--- config.mk ---
export PLATFORM = sky130hd
export DESIGN_NAME = ile_cell
export DESIGN_NICKNAME = d
export VERILOG_FILES = /design/src/rtl/core/ile_pkg.sv /design/src/rtl/core/ile_cell.sv
export SDC_FILE = /design/constraint.sdc
export NUM_CORES = 1
export LEC_CHECK = 0
export ABC_AREA = 1
export BUFFER_PORTS_ARGS = -buffer_cell sky130_fd_sc_hd__buf_2
export CAP_MARGIN = 15
export CORE_MARGIN = 1.5
export CORE_UTILIZATION = 45
export CTS_CLUSTER_SIZE = 28
export DETAILED_ROUTE_END_ITERATION = 10
export PLACE_DENSITY = 0.82
export SLEW_MARGIN = 5
export SYNTH_ARGS = -nofsm -noshare
export SYNTH_HDL_FRONTEND = slang
export SYNTH_SLANG_ARGS = --single-unit
--- constraint.sdc ---
create_clock -name clk -period 3.3 [get_ports clk]
set_input_delay 0.33 -clock clk [delete_from_list [all_inputs] [get_ports clk]]
set_output_delay 0.33 -clock clk [all_outputs]
set_load 0.01 [all_outputs]
--- src/rtl/core/ile_pkg.sv ---
// ----------------------------------------------------------------------------
// ile_pkg: shared definitions for the indexed list engine
// Command and status codes, fixed field widths and the per-cell control word.
// ----------------------------------------------------------------------------
package ile_pkg;

  localparam int CMD_W  = 3;
  localparam int IDX_W  = 6;
  localparam int VAL_W  = 32;
  localparam int STAT_W = 2;
  localparam int CNT_W  = 7;

  localparam logic [CMD_W-1:0] CMD_APPEND = 3'd0;
  localparam logic [CMD_W-1:0] CMD_GET    = 3'd1;
  localparam logic [CMD_W-1:0] CMD_SET    = 3'd2;
  localparam logic [CMD_W-1:0] CMD_POP    = 3'd3;
  localparam logic [CMD_W-1:0] CMD_FIND   = 3'd4;
  localparam logic [CMD_W-1:0] CMD_REMOVE = 3'd5;

  localparam logic [STAT_W-1:0] ST_OK        = 2'd0;
  localparam logic [STAT_W-1:0] ST_RANGE     = 2'd1;
  localparam logic [STAT_W-1:0] ST_NOT_FOUND = 2'd2;
  localparam logic [STAT_W-1:0] ST_FULL      = 2'd3;

  // Control broadcast to every cell of the chain.
  typedef struct packed {
    logic by_value;  // match on stored value against the key
    logic by_index;  // match on cell position against the target
    logic write_en;  // store the key in the cell at the target
    logic shift_en;  // cells at or above the target take their upper neighbour
  } cell_ctl_t;

endpackage

--- src/rtl/core/ile_cell.sv ---
// ----------------------------------------------------------------------------
// ile_cell: one slot of the list chain
// Holds one entry, takes part in the pipelined search bus and shifts down.
// ----------------------------------------------------------------------------
module ile_cell #(
  parameter int EW  = 32,
  parameter int IW  = 6,
  parameter int IDX = 0
) (
  input  logic              clk,
  input  logic              rst_n,
  input  ile_pkg::cell_ctl_t ctl,
  input  logic              live,
  input  logic [EW-1:0]     key,
  input  logic [IW-1:0]     target,
  input  logic [EW-1:0]     nbr_slot,
  output logic [EW-1:0]     slot_q,
  input  logic              bus_hit_i,
  input  logic [IW-1:0]     bus_pos_i,
  input  logic [EW-1:0]     bus_val_i,
  output logic              bus_hit_o,
  output logic [IW-1:0]     bus_pos_o,
  output logic [EW-1:0]     bus_val_o
);

  localparam logic [IW-1:0] MY_POS = IW'(IDX);

  logic [EW-1:0] slot_r;
  logic          bus_hit_r;
  logic [IW-1:0] bus_pos_r;
  logic [EW-1:0] bus_val_r;
  logic          at_target;
  logic          sel;

  assign at_target = (target == MY_POS);
  assign sel = live && ((ctl.by_value && (slot_r == key)) ||
                        (ctl.by_index && at_target));

  always_ff @(posedge clk) begin
    if (ctl.write_en && at_target) begin
      slot_r <= key;
    end else if (ctl.shift_en && (MY_POS >= target)) begin
      slot_r <= nbr_slot;
    end
  end

  // The first hit along the chain wins; later cells pass it on untouched.
  always_ff @(posedge clk) begin
    if (!rst_n) begin
      bus_hit_r <= 1'b0;
    end else begin
      bus_hit_r <= bus_hit_i || sel;
    end
  end

  always_ff @(posedge clk) begin
    if (bus_hit_i || !sel) begin
      bus_pos_r <= bus_pos_i;
      bus_val_r <= bus_val_i;
    end else begin
      bus_pos_r <= MY_POS;
      bus_val_r <= slot_r;
    end
  end

  assign slot_q    = slot_r;
  assign bus_hit_o = bus_hit_r;
  assign bus_pos_o = bus_pos_r;
  assign bus_val_o = bus_val_r;

endmodule

==> flow_results.xml, run 1 <==
<?xml version="1.0" encoding="UTF-8"?>
<metrics>
  <group name="cts">
    <metric name="post_cts_repair_setup_buffers" unit="">0</metric>
    <metric name="cts_tree" unit="">yes</metric>
    <metric name="cts_max_level" unit="">3</metric>
    <metric name="cts_buffers" unit="">9</metric>
    <metric name="postCtsResizedCells" unit="">0</metric>
    <metric name="clk_path_buf_depth" unit="">2</metric>
    <metric name="cts.reportedPaths.clkPinSlew" unit="ns">0.08</metric>
    <metric name="cts.sink_count" unit="">71</metric>
    <metric name="cts.root.buffer_cell" unit="">sky130_fd_sc_hd__clkbuf_8</metric>
    <metric name="clk_latency" unit="ns">0.33</metric>
    <metric name="cts_hold_buf" unit="">0</metric>
  </group>
  <group name="synth">
    <metric name="synth-seq-area-share" unit="%">53.5</metric>
    <metric name="synthesis.nets" unit="">504</metric>
    <metric name="postSynthRegisterBits" unit="">71</metric>
    <metric name="synth_cell_type_count" unit="">23</metric>
    <metric name="syn-instance-count" unit="">388</metric>
    <metric name="ys.warnings.count" unit="">0</metric>
    <metric name="postSynthAreaPerCell" unit="um^2">8.40</metric>
    <metric name="post_synth_instance_area" unit="um^2">3260</metric>
  </group>
  <group name="job">
    <metric name="cap_violations" unit="">0</metric>
  </group>
  <group name="critical_path">
    <metric name="worstSetupStartpointType" unit="">flip-flop</metric>
    <metric name="critPathMostFrequentCell" unit="">sky130_fd_sc_hd__nand2_1</metric>
    <metric name="cpMaxStageDelayCell" unit="">sky130_fd_sc_hd__nand3_2</metric>
    <metric name="path_cells" unit="">a21boi_0 -&gt; nand3_1 -&gt; nor2_1 -&gt; nand2_1 -&gt; nor2_1 -&gt; nand2_1 -&gt; nand2_2 -&gt; nand3_2 -&gt; nand2_1 -&gt; nand2_1</metric>
    <metric name="timing.critical_path.to_type" unit="">flip-flop</metric>
    <metric name="required" unit="ns">3.52</metric>
    <metric name="cp_max_fo" unit="">38</metric>
    <metric name="timing.setup.critical_path_class" unit="">flip-flop to flip-flop</metric>
    <metric name="worst_path_largest_cell_delay" unit="ns">0.59</metric>
    <metric name="arrival" unit="ns">2.46</metric>
  </group>
  <group name="sta">
    <metric name="final_max_slew_viols" unit="">0</metric>
    <metric name="layout_worst_path_cycle_share" unit="%">67.8</metric>
    <metric name="slew_headroom" unit="%">46.2</metric>
    <metric name="timing.final.ws_setup" unit="ns">1.06</metric>
    <metric name="setup-tns-final" unit="ns">0</metric>
    <metric name="final_hold_viol_count" unit="">0</metric>
    <metric name="setup-violations-final" unit="">0</metric>
    <metric name="layout_min_cycle_time" unit="ns">2.24</metric>
    <metric name="rsz0062_at_grt" unit="">no</metric>
    <metric name="finClkSkew" unit="ns">0.0120</metric>
    <metric name="fmax" unit="MHz">447</metric>
    <metric name="tightest_slew" unit="ns">0.806</metric>
  </group>
  <group name="detailed_routing">
    <metric name="dr.first_iter.drc_count" unit="">189</metric>
    <metric name="drt.antenna.violating_nets" unit="">0</metric>
    <metric name="drt_wl_total" unit="mm">9.42</metric>
    <metric name="detail_route.first_pass.iterations" unit="">4</metric>
    <metric name="vias_per_cell" unit="">4.83</metric>
    <metric name="drt_drc_violations_left" unit="">0</metric>
    <metric name="vias_post_dr" unit="">3242</metric>
    <metric name="drt-wirelength-per-cell" unit="um">14.0</metric>
  </group>
  <group name="power">
    <metric name="p_leak" unit="nW">2.35</metric>
    <metric name="total_power" unit="mW">1.83</metric>
    <metric name="pwr_density_cell" unit="nW/um^2">414</metric>
    <metric name="worst_ir_drop_on_vdd" unit="uV">176</metric>
  </group>
  <group name="die">
    <metric name="fp-row-count" unit="">30</metric>
    <metric name="die-width" unit="um">88.1</metric>
    <metric name="die-area" unit="um^2">7760</metric>
    <metric name="dieHeight" unit="um">88.1</metric>
    <metric name="start_util" unit="%">47.2</metric>
    <metric name="ios" unit="">187</metric>
    <metric name="floorplan.core_area" unit="um^2">6910</metric>
  </group>
  <group name="final_layout">
    <metric name="n_antenna_cell" unit="">0</metric>
    <metric name="final_common_cell" unit="">sky130_fd_sc_hd__buf_2</metric>
    <metric name="leading_cell_types_in_the_layout_fill_and_taps_excluded" unit="">186 x sky130_fd_sc_hd__buf_2, 145 x sky130_fd_sc_hd__nand2_1, 39 x sky130_fd_sc_hd__inv_1, 39 x sky130_fd_sc_hd__dfxtp_1, 36 x sky130_fd_sc_hd__nand4_1</metric>
    <metric name="design.final.nets" unit="">686</metric>
    <metric name="seqCellArea" unit="um^2">1740</metric>
    <metric name="multiInputGateArea" unit="um^2">1250</metric>
    <metric name="layoutNonFillerInstCount" unit="">671</metric>
    <metric name="layout.filler_cells" unit="">644</metric>
    <metric name="area.growth.synth_to_final" unit="%">35.8</metric>
    <metric name="final_layout_size_suffix_gt1_share" unit="%">39.1</metric>
  </group>
  <group name="global_route">
    <metric name="grt_first_pass_wirelength" unit="mm">14.1</metric>
    <metric name="number_of_global_route_vias_before_repair" unit="">3135</metric>
    <metric name="initial_antenna_violation_count" unit="">0</metric>
    <metric name="total_grt_usage" unit="%">23.9</metric>
    <metric name="grt_start_max_net_pins" unit="">54</metric>
    <metric name="globalRouteOverflowTotal" unit="">0</metric>
  </group>
  <group name="placed_design">
    <metric name="dpl_worst_slack" unit="ns">1.00</metric>
    <metric name="routabilityCongestion" unit="">0.935</metric>
    <metric name="numPortBuffers" unit="">186</metric>
    <metric name="dp_hpwl" unit="mm">6.90</metric>
    <metric name="numPlacedInstances" unit="">655</metric>
  </group>
  <group name="min_path">
    <metric name="worst_hold_path_type" unit="">input port to flip-flop</metric>
  </group>
  <group name="status">
    <metric name="run_status" unit="">finished, final reports clean</metric>
  </group>
</metrics>
-- metal layers --
| metal | vias to the layer above | track usage [%] | routed length, um |
|---|---|---|---|
| met2 | 148 | 41.3 | 4850 |
| met4 | 0 | 12.2 | 199 |
| met1 | 1452 | 27.9 | 3740 |
| li1 | 1624 | - | - |
| met3 | 18 | 5.18 | 637 |
| met5 | - | 0 | 0 |
-- worst max-delay path: cells and delay by family, from the launching register on --
| kind | cells | cell delay [ns] |
|---|---|---|
| simple gates | 9 | 1.49 |
| flops | 1 | 0.43 |
| compound gates | 1 | 0.20 |
-- worst paths after layout --
kind	from	to	slack, ns	cells after the start
worst min register to register	slot_q[3]$_DFFE_PP_	bus_val_o[3]$_DFF_P_	0.56	2
worst max-delay path	slot_q[31]$_DFFE_PP_	bus_val_o[12]$_DFF_P_	1.06	10
worst max register to register	slot_q[31]$_DFFE_PP_	bus_val_o[12]$_DFF_P_	1.06	10
worst min-delay path	bus_val_i[8]	bus_val_o[8]$_DFF_P_	0.18	3
-- sequential cells by signal, summed over array words and instances (netlist names) --
name	flops
bus_pos_o	6
bus_hit_o	1
slot_q	32
bus_val_o	32
-- synth_stat cells (all sizes together) --
master | number | area, um^2
nor2 | 16 | 60.1
clkbuf | 11 | 41.3
mux2 | 12 | 135
buf | 8 | 58.8
nand4 | 36 | 225
nand2 | 146 | 551
o21ai | 20 | 100
nor3b | 1 | 7.51
inv | 42 | 158
nor3 | 1 | 5.00
xor2 | 2 | 17.5
a21boi | 2 | 15.0
xnor2 | 9 | 78.8
clkinv | 1 | 3.75
dfxtp | 39 | 781
or2 | 3 | 18.8
o22ai | 1 | 6.26
nand3 | 6 | 35.0
edfxtp | 32 | 961
-- cells by family after synthesis --
logic type / synth area share [%]
and+or+nand+nor: 27.7
muxes: 4.15
xor gates and xnor gates: 2.96
DFF: 53.5
AOI/OAI and AO/OA: 3.73
buffers and inverters: 8.03
-- cell type report --
type	instances	share of cell area, %
repair buffers	190	21.7
inverters	43	3.65
clock buffers	13	3.82
multi-input cells	255	28.4
well taps	96	2.71
flip-flops and latches	71	39.4
clock inverters	3	0.368
-- power by group --
part	switching, mW	leakage, nW	internal, mW	total (mW)
clock network	0.319	0.0997	0.334	0.653
logic	0.112	1.63	0.105	0.217
registers	0.0109	0.617	0.949	0.960
total	0.442	2.35	1.39	1.83
-- through the flow --
step | hold WS (ns) | cell area [um^2] | utilization [%]
after global placement | 0.518 | 4240 | 61.4
final | 0.177 | 4420 | 64.1
after floorplan | 0.428 | 3260 | -
after CTS | 0.162 | 4420 | 64.1
after global routing | 0.169 | 4420 | 64.1
after detailed placement | 0.517 | 4240 | 61.4
No activity file was read; power rests on OpenSTA's default activity.
==> inputs of run 2 (changes only) <==
Settings changed: CORE_UTILIZATION 45 to 44, PLACE_DENSITY 0.82 to 0.8.
Clock period 3.3 ns to 2.3 ns, I/O delays scaled along.
==> run 2 against run 1 <==
Final area rose by 2.1%. Clock skew decreased by 0.0020 ns. Non-clock buffer count grew 5. Critical path type unchanged. Critical endpoint is now bus_hit_o$_SDFF_PN0_. Largest power group unchanged.
==> flow_results.xml, run 2 (synthesized netlist as in run 1, its figures left out) <==
<?xml version="1.0" encoding="UTF-8"?>
<metrics>
  <group name="detailed_routing">
    <metric name="routed_length_on_met2" unit="mm">4.51</metric>
    <metric name="dr.first_iter.drc_count" unit="">150</metric>
    <metric name="detail_route.first_pass.iterations" unit="">4</metric>
    <metric name="vias_post_dr" unit="">3254</metric>
    <metric name="top_layer_used" unit="">met4</metric>
    <metric name="drt_drc_violations_left" unit="">0</metric>
    <metric name="post_route_met1_wirelength" unit="mm">3.84</metric>
    <metric name="wl_met3" unit="um">523</metric>
    <metric name="drt-wirelength-per-cell" unit="um">13.3</metric>
    <metric name="drt_wl_total" unit="mm">9.03</metric>
    <metric name="vias_per_cell" unit="">4.79</metric>
    <metric name="drt.antenna.violating_nets" unit="">0</metric>
  </group>
  <group name="min_path">
    <metric name="worst_hold_path_type" unit="">input port to flip-flop</metric>
  </group>
  <group name="sta">
    <metric name="fmax" unit="MHz">548</metric>
    <metric name="tightest_slew" unit="ns">0.422</metric>
    <metric name="setup-tns-final" unit="ns">0</metric>
    <metric name="setup-violations-final" unit="">0</metric>
    <metric name="finClkSkew" unit="ns">0.0100</metric>
    <metric name="timing.final.ws_setup" unit="ns">0.476</metric>
    <metric name="final_hold_viol_count" unit="">0</metric>
    <metric name="rsz0062_at_grt" unit="">no</metric>
    <metric name="layout_min_cycle_time" unit="ns">1.82</metric>
    <metric name="slew_headroom" unit="%">71.7</metric>
    <metric name="fin_worst_hold_slack" unit="ns">0.0776</metric>
    <metric name="final_max_slew_viols" unit="">0</metric>
    <metric name="layout_worst_path_cycle_share" unit="%">79.3</metric>
  </group>
  <group name="global_route">
    <metric name="globalRouteOverflowTotal" unit="">0</metric>
    <metric name="total_grt_usage" unit="%">22.3</metric>
    <metric name="grt_first_pass_wirelength" unit="mm">13.6</metric>
    <metric name="number_of_global_route_vias_before_repair" unit="">3098</metric>
    <metric name="grt_start_max_net_pins" unit="">34</metric>
    <metric name="initial_antenna_violation_count" unit="">1</metric>
  </group>
  <group name="cts">
    <metric name="cts_max_level" unit="">3</metric>
    <metric name="cts.reportedPaths.clkPinSlew" unit="ns">0.08</metric>
    <metric name="clk_latency" unit="ns">0.33</metric>
    <metric name="clk_path_buf_depth" unit="">2</metric>
    <metric name="cts.root.buffer_cell" unit="">sky130_fd_sc_hd__clkbuf_8</metric>
    <metric name="postCtsResizedCells" unit="">0</metric>
    <metric name="cts_buffers" unit="">9</metric>
    <metric name="cts_tree" unit="">yes</metric>
    <metric name="cts.sink_count" unit="">71</metric>
    <metric name="post_cts_repair_setup_buffers" unit="">0</metric>
    <metric name="cts_hold_buf" unit="">0</metric>
  </group>
  <group name="placed_design">
    <metric name="dpl_worst_slack" unit="ns">0.486</metric>
    <metric name="dpl_cell_area" unit="um^2">4280</metric>
    <metric name="numPortBuffers" unit="">186</metric>
    <metric name="dp_hpwl" unit="mm">6.94</metric>
    <metric name="routabilityCongestion" unit="">0.836</metric>
  </group>
  <group name="die">
    <metric name="die-width" unit="um">89.1</metric>
    <metric name="start_util" unit="%">45.2</metric>
    <metric name="floorplan.core_area" unit="um^2">7210</metric>
    <metric name="die-area" unit="um^2">7930</metric>
    <metric name="ios" unit="">187</metric>
    <metric name="dieHeight" unit="um">89.1</metric>
    <metric name="fp-row-count" unit="">31</metric>
  </group>
  <group name="critical_path">
    <metric name="worstSetupStartpointType" unit="">flip-flop</metric>
    <metric name="required" unit="ns">2.55</metric>
    <metric name="timing.setup.critical_path_class" unit="">flip-flop to flip-flop</metric>
    <metric name="worst_path_largest_cell_delay" unit="ns">0.42</metric>
    <metric name="cp_max_fo" unit="">33</metric>
    <metric name="timing.critical_path.to_type" unit="">flip-flop</metric>
    <metric name="critPathMostFrequentCell" unit="">sky130_fd_sc_hd__nand2_1</metric>
    <metric name="cpMaxStageDelayCell" unit="">sky130_fd_sc_hd__edfxtp_1</metric>
    <metric name="arrival" unit="ns">2.08</metric>
    <metric name="path_cells" unit="">a21boi_0 -&gt; nand3_1 -&gt; nor2_1 -&gt; nand2_1 -&gt; nor2_1 -&gt; nand2_1 -&gt; nand2_2 -&gt; buf_4 -&gt; nand2_1 -&gt; a21boi_0</metric>
  </group>
  <group name="power">
    <metric name="power.share.combinational" unit="%">10.9</metric>
    <metric name="pwr-share-seq" unit="%">48.9</metric>
    <metric name="internal_power" unit="mW">2.17</metric>
    <metric name="clkPwrFrac" unit="%">40.2</metric>
    <metric name="p_leak" unit="nW">2.39</metric>
    <metric name="switching_power_as_a_share_of_total_power" unit="%">22.8</metric>
    <metric name="worst_ir_drop_on_vdd" unit="uV">360</metric>
    <metric name="netSwitchingPower" unit="mW">0.643</metric>
    <metric name="pwr_density_cell" unit="nW/um^2">623</metric>
  </group>
  <group name="final_layout">
    <metric name="design.final.nets" unit="">691</metric>
    <metric name="final_common_cell" unit="">sky130_fd_sc_hd__buf_2</metric>
    <metric name="area.growth.synth_to_final" unit="%">38.7</metric>
    <metric name="post-route-cell-area" unit="um^2">4520</metric>
    <metric name="final_layout_size_suffix_gt1_share" unit="%">39.8</metric>
    <metric name="leading_cell_types_in_the_layout_fill_and_taps_excluded" unit="">186 x sky130_fd_sc_hd__buf_2, 145 x sky130_fd_sc_hd__nand2_1, 39 x sky130_fd_sc_hd__inv_1, 39 x sky130_fd_sc_hd__dfxtp_1, 36 x sky130_fd_sc_hd__nand4_1</metric>
  </group>
  <group name="job">
    <metric name="cap_violations" unit="">0</metric>
  </group>
  <group name="status">
    <metric name="run_status" unit="">finished, final reports clean</metric>
  </group>
</metrics>
[run 2: cell count changes in the layout (fill, tap and decap cells not counted), sizes merged]
| cell | delta |
|---|---|
| buf | +5 |
| clkinv | -1 |
| clkinvlp | +1 |
| diode | +1 |
| bufinv | +1 |
| inv | -1 |
[run 2: path summary, 6_finish.rpt]
kind | endpoint | from | slack, ns | cells after the start
min | bus_pos_o[5]$_SDFF_PN0_ | bus_pos_i[5] | 0.08 | 3
max reg2reg | bus_hit_o$_SDFF_PN0_ | slot_q[31]$_DFFE_PP_ | 0.48 | 10
max | bus_hit_o$_SDFF_PN0_ | slot_q[31]$_DFFE_PP_ | 0.48 | 10
min reg2reg | bus_val_o[4]$_DFF_P_ | slot_q[4]$_DFFE_PP_ | 0.57 | 2
[run 2: cell type report]
class                   instances  area [um^2]
fillers                       648         2700
flip-flops and latches         71         1740
well taps                      99          124
inverters                      43          161
clock inverters                 3         46.3
repair buffers                195          998
diodes                          1         2.50
clock buffers                  13          190
multi-input cells             255         1250
[run 2: per-stage QoR]
step	util [%]	power (mW)	cells
floorplan	-	1.54	388
global placement	59.3	1.71	663
detailed placement	59.3	1.71	663
CTS	62.6	2.84	679
global route	62.6	2.93	679
finish	62.6	2.82	680
[run 2: worst max-delay path, delay by kind of cell, from the launching register on]
kind                   cells  cell delay (ns)
flip-flops                 1             0.42
AO/OA/AOI/OAI              2             0.39
buffers and inverters      1             0.33
AND/OR/NAND/NOR            7             0.60
[run 2: power by group through the flow]
stage	combinational [mW]	sequential, mW	clock, mW
global placement	0.301	1.41	0
floorplan	0.113	1.43	0
detailed placement	0.307	1.41	0
global route	0.346	1.38	1.20
CTS	0.309	1.38	1.15
finish	0.306	1.38	1.13
[run 2: layer usage]
layer / up-vias / GRT usage, %
met5: - / 0
met4: 0 / 7.97
met3: 16 / 4.62
met2: 127 / 39.3
met1: 1477 / 27.1
li1: 1634 / -
==> inputs of run 3 (changes only) <==
Settings changed: ABC_AREA 1 to 0, CORE_UTILIZATION 44 to 39, PLACE_DENSITY 0.8 to 0.76.
Clock period 2.3 ns to 1.6 ns, I/O delays scaled along.
==> run 3 against run 2 <==
Setup slack lost 0.93 ns. Critical path type unchanged. First-iteration DRC count decreased by 53%. The flow now finishes with violations (setup timing). Critical endpoint is now bus_val_o[17]$_DFF_P_. Die area increased by 9.1%.
==> flow_results.xml, run 3 <==
<?xml version="1.0" encoding="UTF-8"?>
<metrics>
  <group name="final_layout">
    <metric name="layout.filler_cells" unit="">666</metric>
    <metric name="post-route-util" unit="%">61.9</metric>
    <metric name="leading_cell_types_in_the_layout_fill_and_taps_excluded" unit="">186 x sky130_fd_sc_hd__buf_2, 45 x sky130_fd_sc_hd__buf_4, 39 x sky130_fd_sc_hd__dfxtp_1</metric>
    <metric name="final_common_cell" unit="">sky130_fd_sc_hd__buf_2</metric>
    <metric name="layoutNonFillerInstCount" unit="">551</metric>
    <metric name="n_antenna_cell" unit="">0</metric>
    <metric name="final_layout_size_suffix_gt1_share" unit="%">73.7</metric>
    <metric name="post-route-cell-area" unit="um^2">4810</metric>
    <metric name="design.final.nets" unit="">560</metric>
    <metric name="area.growth.synth_to_final" unit="%">52.2</metric>
  </group>
  <group name="sta">
    <metric name="final_max_slew_viols" unit="">0</metric>
    <metric name="rsz0062_at_grt" unit="">yes</metric>
    <metric name="slew_headroom" unit="%">83.6</metric>
    <metric name="fmax" unit="MHz">486</metric>
    <metric name="layout_worst_path_cycle_share" unit="%">129</metric>
    <metric name="final_hold_viol_count" unit="">0</metric>
    <metric name="timing.final.ws_setup" unit="ns">-0.457</metric>
    <metric name="fin_worst_hold_slack" unit="ns">0.0390</metric>
    <metric name="tightest_slew" unit="ns">0.244</metric>
    <metric name="layout_min_cycle_time" unit="ns">2.06</metric>
    <metric name="setup-tns-final" unit="ns">-16.39</metric>
    <metric name="finClkSkew" unit="ns">0.0164</metric>
    <metric name="setup-violations-final" unit="">38</metric>
  </group>
  <group name="status">
    <metric name="failed_checks" unit="">setup timing</metric>
    <metric name="run_status" unit="">finished, violations left</metric>
  </group>
  <group name="power">
    <metric name="p_leak" unit="nW">2.24</metric>
    <metric name="internal_power" unit="mW">2.88</metric>
    <metric name="netSwitchingPower" unit="mW">0.821</metric>
    <metric name="total_power" unit="mW">3.70</metric>
    <metric name="worst_ir_drop_on_vdd" unit="uV">428</metric>
    <metric name="power.share.combinational" unit="%">12.1</metric>
    <metric name="switching_power_as_a_share_of_total_power" unit="%">22.2</metric>
    <metric name="pwr-share-seq" unit="%">53.3</metric>
    <metric name="clkPwrFrac" unit="%">34.6</metric>
    <metric name="pwr_density_cell" unit="nW/um^2">770</metric>
  </group>
  <group name="cts">
    <metric name="clk_latency" unit="ns">0.34</metric>
    <metric name="cts_max_level" unit="">3</metric>
    <metric name="cts.root.buffer_cell" unit="">sky130_fd_sc_hd__clkbuf_8</metric>
    <metric name="clk_path_buf_depth" unit="">2</metric>
    <metric name="cts_buffers" unit="">9</metric>
    <metric name="cts_tree" unit="">yes</metric>
    <metric name="cts_hold_buf" unit="">0</metric>
    <metric name="cts.reportedPaths.clkPinSlew" unit="ns">0.08</metric>
    <metric name="cts.sink_count" unit="">71</metric>
  </group>
  <group name="critical_path">
    <metric name="required" unit="ns">1.82</metric>
    <metric name="worst_path_largest_cell_delay" unit="ns">0.41</metric>
    <metric name="arrival" unit="ns">2.28</metric>
    <metric name="path_cells" unit="">xnor2_1 -&gt; nand4_1 -&gt; nor4_4 -&gt; nand4_2 -&gt; nand2_4 -&gt; buf_12 -&gt; mux2_4</metric>
    <metric name="timing.critical_path.to_type" unit="">flip-flop</metric>
    <metric name="cpMaxStageDelayCell" unit="">sky130_fd_sc_hd__edfxtp_1</metric>
    <metric name="timing.critical_path.buf_inv" unit="">1</metric>
    <metric name="worstSetupStartpointType" unit="">flip-flop</metric>
    <metric name="ff2ff_path_depth" unit="">7</metric>
    <metric name="cp_max_fo" unit="">13</metric>
    <metric name="timing.setup.critical_path_class" unit="">flip-flop to flip-flop</metric>
    <metric name="timing.critical_path.depth" unit="">7</metric>
    <metric name="crit_family" unit="">simple AND/OR/NAND/NOR gates</metric>
  </group>
  <group name="die">
    <metric name="dieHeight" unit="um">93.0</metric>
    <metric name="die-area" unit="um^2">8650</metric>
    <metric name="die-width" unit="um">93.0</metric>
    <metric name="start_util" unit="%">40.7</metric>
    <metric name="fp-row-count" unit="">32</metric>
    <metric name="floorplan.core_area" unit="um^2">7770</metric>
    <metric name="ios" unit="">187</metric>
  </group>
  <group name="synth">
    <metric name="edff_count_synth" unit="">32</metric>
    <metric name="synth_cell_type_count" unit="">24</metric>
    <metric name="synth_largest_area_cell" unit="">sky130_fd_sc_hd__edfxtp_1</metric>
    <metric name="syn-instance-count" unit="">202</metric>
    <metric name="count_leader_synth" unit="">sky130_fd_sc_hd__dfxtp_1</metric>
    <metric name="post_synth_instance_area" unit="um^2">3160</metric>
    <metric name="netlist_top_cells_area" unit="">sky130_fd_sc_hd__edfxtp_1 30%, sky130_fd_sc_hd__dfxtp_1 25%, sky130_fd_sc_hd__mux2_4 14%</metric>
    <metric name="synth-seq-area-share" unit="%">55.1</metric>
    <metric name="postSynth.topFlopCell" unit="">sky130_fd_sc_hd__dfxtp_1</metric>
    <metric name="postSynthAreaPerCell" unit="um^2">15.6</metric>
    <metric name="synth_async_sr_flop_share" unit="%">0</metric>
    <metric name="synthTopCellsByCount" unit="">39 x sky130_fd_sc_hd__dfxtp_1, 34 x sky130_fd_sc_hd__mux2_2, 32 x sky130_fd_sc_hd__edfxtp_1</metric>
    <metric name="postSynthRegisterBits" unit="">71</metric>
    <metric name="ys.warnings.count" unit="">0</metric>
    <metric name="synthesis.nets" unit="">318</metric>
    <metric name="yosys.area.top_type_share" unit="%">30.4</metric>
  </group>
  <group name="detailed_routing">
    <metric name="drt.antenna.violating_nets" unit="">0</metric>
    <metric name="drt_wl_total" unit="mm">8.20</metric>
    <metric name="drt-wirelength-per-cell" unit="um">14.9</metric>
    <metric name="dr.first_iter.drc_count" unit="">70</metric>
    <metric name="drt_drc_violations_left" unit="">0</metric>
    <metric name="vias_post_dr" unit="">2506</metric>
    <metric name="vias_per_cell" unit="">4.55</metric>
    <metric name="detail_route.first_pass.iterations" unit="">6</metric>
  </group>
  <group name="global_route">
    <metric name="initial_antenna_violation_count" unit="">0</metric>
    <metric name="grt_start_max_net_pins" unit="">19</metric>
    <metric name="total_grt_usage" unit="%">18.8</metric>
    <metric name="number_of_global_route_vias_before_repair" unit="">2626</metric>
    <metric name="globalRouteOverflowTotal" unit="">0</metric>
    <metric name="grt_first_pass_wirelength" unit="mm">12.2</metric>
  </group>
  <group name="placed_design">
    <metric name="dp_hpwl" unit="mm">6.52</metric>
    <metric name="routabilityCongestion" unit="">0.762</metric>
    <metric name="dpl_worst_slack" unit="ns">-0.542</metric>
    <metric name="numPortBuffers" unit="">186</metric>
    <metric name="numPlacedInstances" unit="">531</metric>
    <metric name="dpl_cell_area" unit="um^2">4580</metric>
  </group>
  <group name="min_path">
    <metric name="worst_hold_path_type" unit="">input port to flip-flop</metric>
    <metric name="min_delay_path_depth" unit="">2</metric>
  </group>
  <group name="job">
    <metric name="cap_violations" unit="">0</metric>
  </group>
</metrics>
run 3: cell families (layout without fill, tap and decap cells):
family / Yosys count / count (layout) / share of synthesized area (%)
DFF: 71 / 71 / 55.1
muxes: 64 / 64 / 26.4
xor gates and xnor gates: 32 / 32 / 8.87
and+or+nand+nor: 26 / 26 / 6.61
buffers and inverters: 6 / 253 / 2.38
AOI/OAI and AO/OA: 3 / 3 / 0.634
run 3: path summary, 6_finish.rpt:
path	from	endpoint	slack, ns
worst min register to register	slot_q[24]$_DFFE_PP_	bus_val_o[24]$_DFF_P_	0.62
worst max register to register	slot_q[3]$_DFFE_PP_	bus_val_o[17]$_DFF_P_	-0.46
worst max-delay path	slot_q[3]$_DFFE_PP_	bus_val_o[17]$_DFF_P_	-0.46
worst min-delay path	bus_val_i[3]	bus_val_o[3]$_DFF_P_	0.04
run 3: final cells by class:
type / count / area [um^2] / area share [%]
sequential: 71 / 1740 / 36.2
timing repair buffer: 237 / 1390 / 28.9
multi-input combinational: 125 / 1380 / 28.7
clock buffer: 15 / 166 / 3.46
tap: 102 / 128 / 2.65
clock inverter: 1 / 3.75 / 0.0781
run 3: metal layers:
layer,part of all wire (%),GRT usage (%),up-vias
li1,-,-,1223
met1,38,20.4,1157
met2,53,34.4,114
met3,7.5,6.26,12
met4,1.6,5.93,0
met5,0,0,-
run 3: worst register-to-register path, stage by stage (launching register included):
cell	delay, ns
sky130_fd_sc_hd__edfxtp_1	0.41
sky130_fd_sc_hd__xnor2_1	0.17
sky130_fd_sc_hd__nand4_1	0.19
sky130_fd_sc_hd__nor4_4	0.36
sky130_fd_sc_hd__nand4_2	0.18
sky130_fd_sc_hd__nand2_4	0.14
sky130_fd_sc_hd__buf_12	0.17
sky130_fd_sc_hd__mux2_4	0.33
run 3: what timing repair did:
| item | 4_1_cts | 5_1_grt |
|---|---|---|
| pin swaps | 1 | 4 |
| setup buffers | 1 | 3 |
| resized for setup | 4 | 1 |
| endpoints found under the setup margin | 39 | 39 |
| hold endpoints to repair | 0 | 0 |
run 3: power by group through the flow:
stage / clock network, mW / logic (mW) / registers [mW]
2_1_floorplan: 0 / 0.157 / 2.05
3_3_place_gp: 0 / 0.437 / 2.01
3_5_place_dp: 0 / 0.446 / 2.01
4_1_cts: 1.31 / 0.453 / 1.97
5_1_grt: 1.40 / 0.486 / 1.98
6_report: 1.28 / 0.447 / 1.97
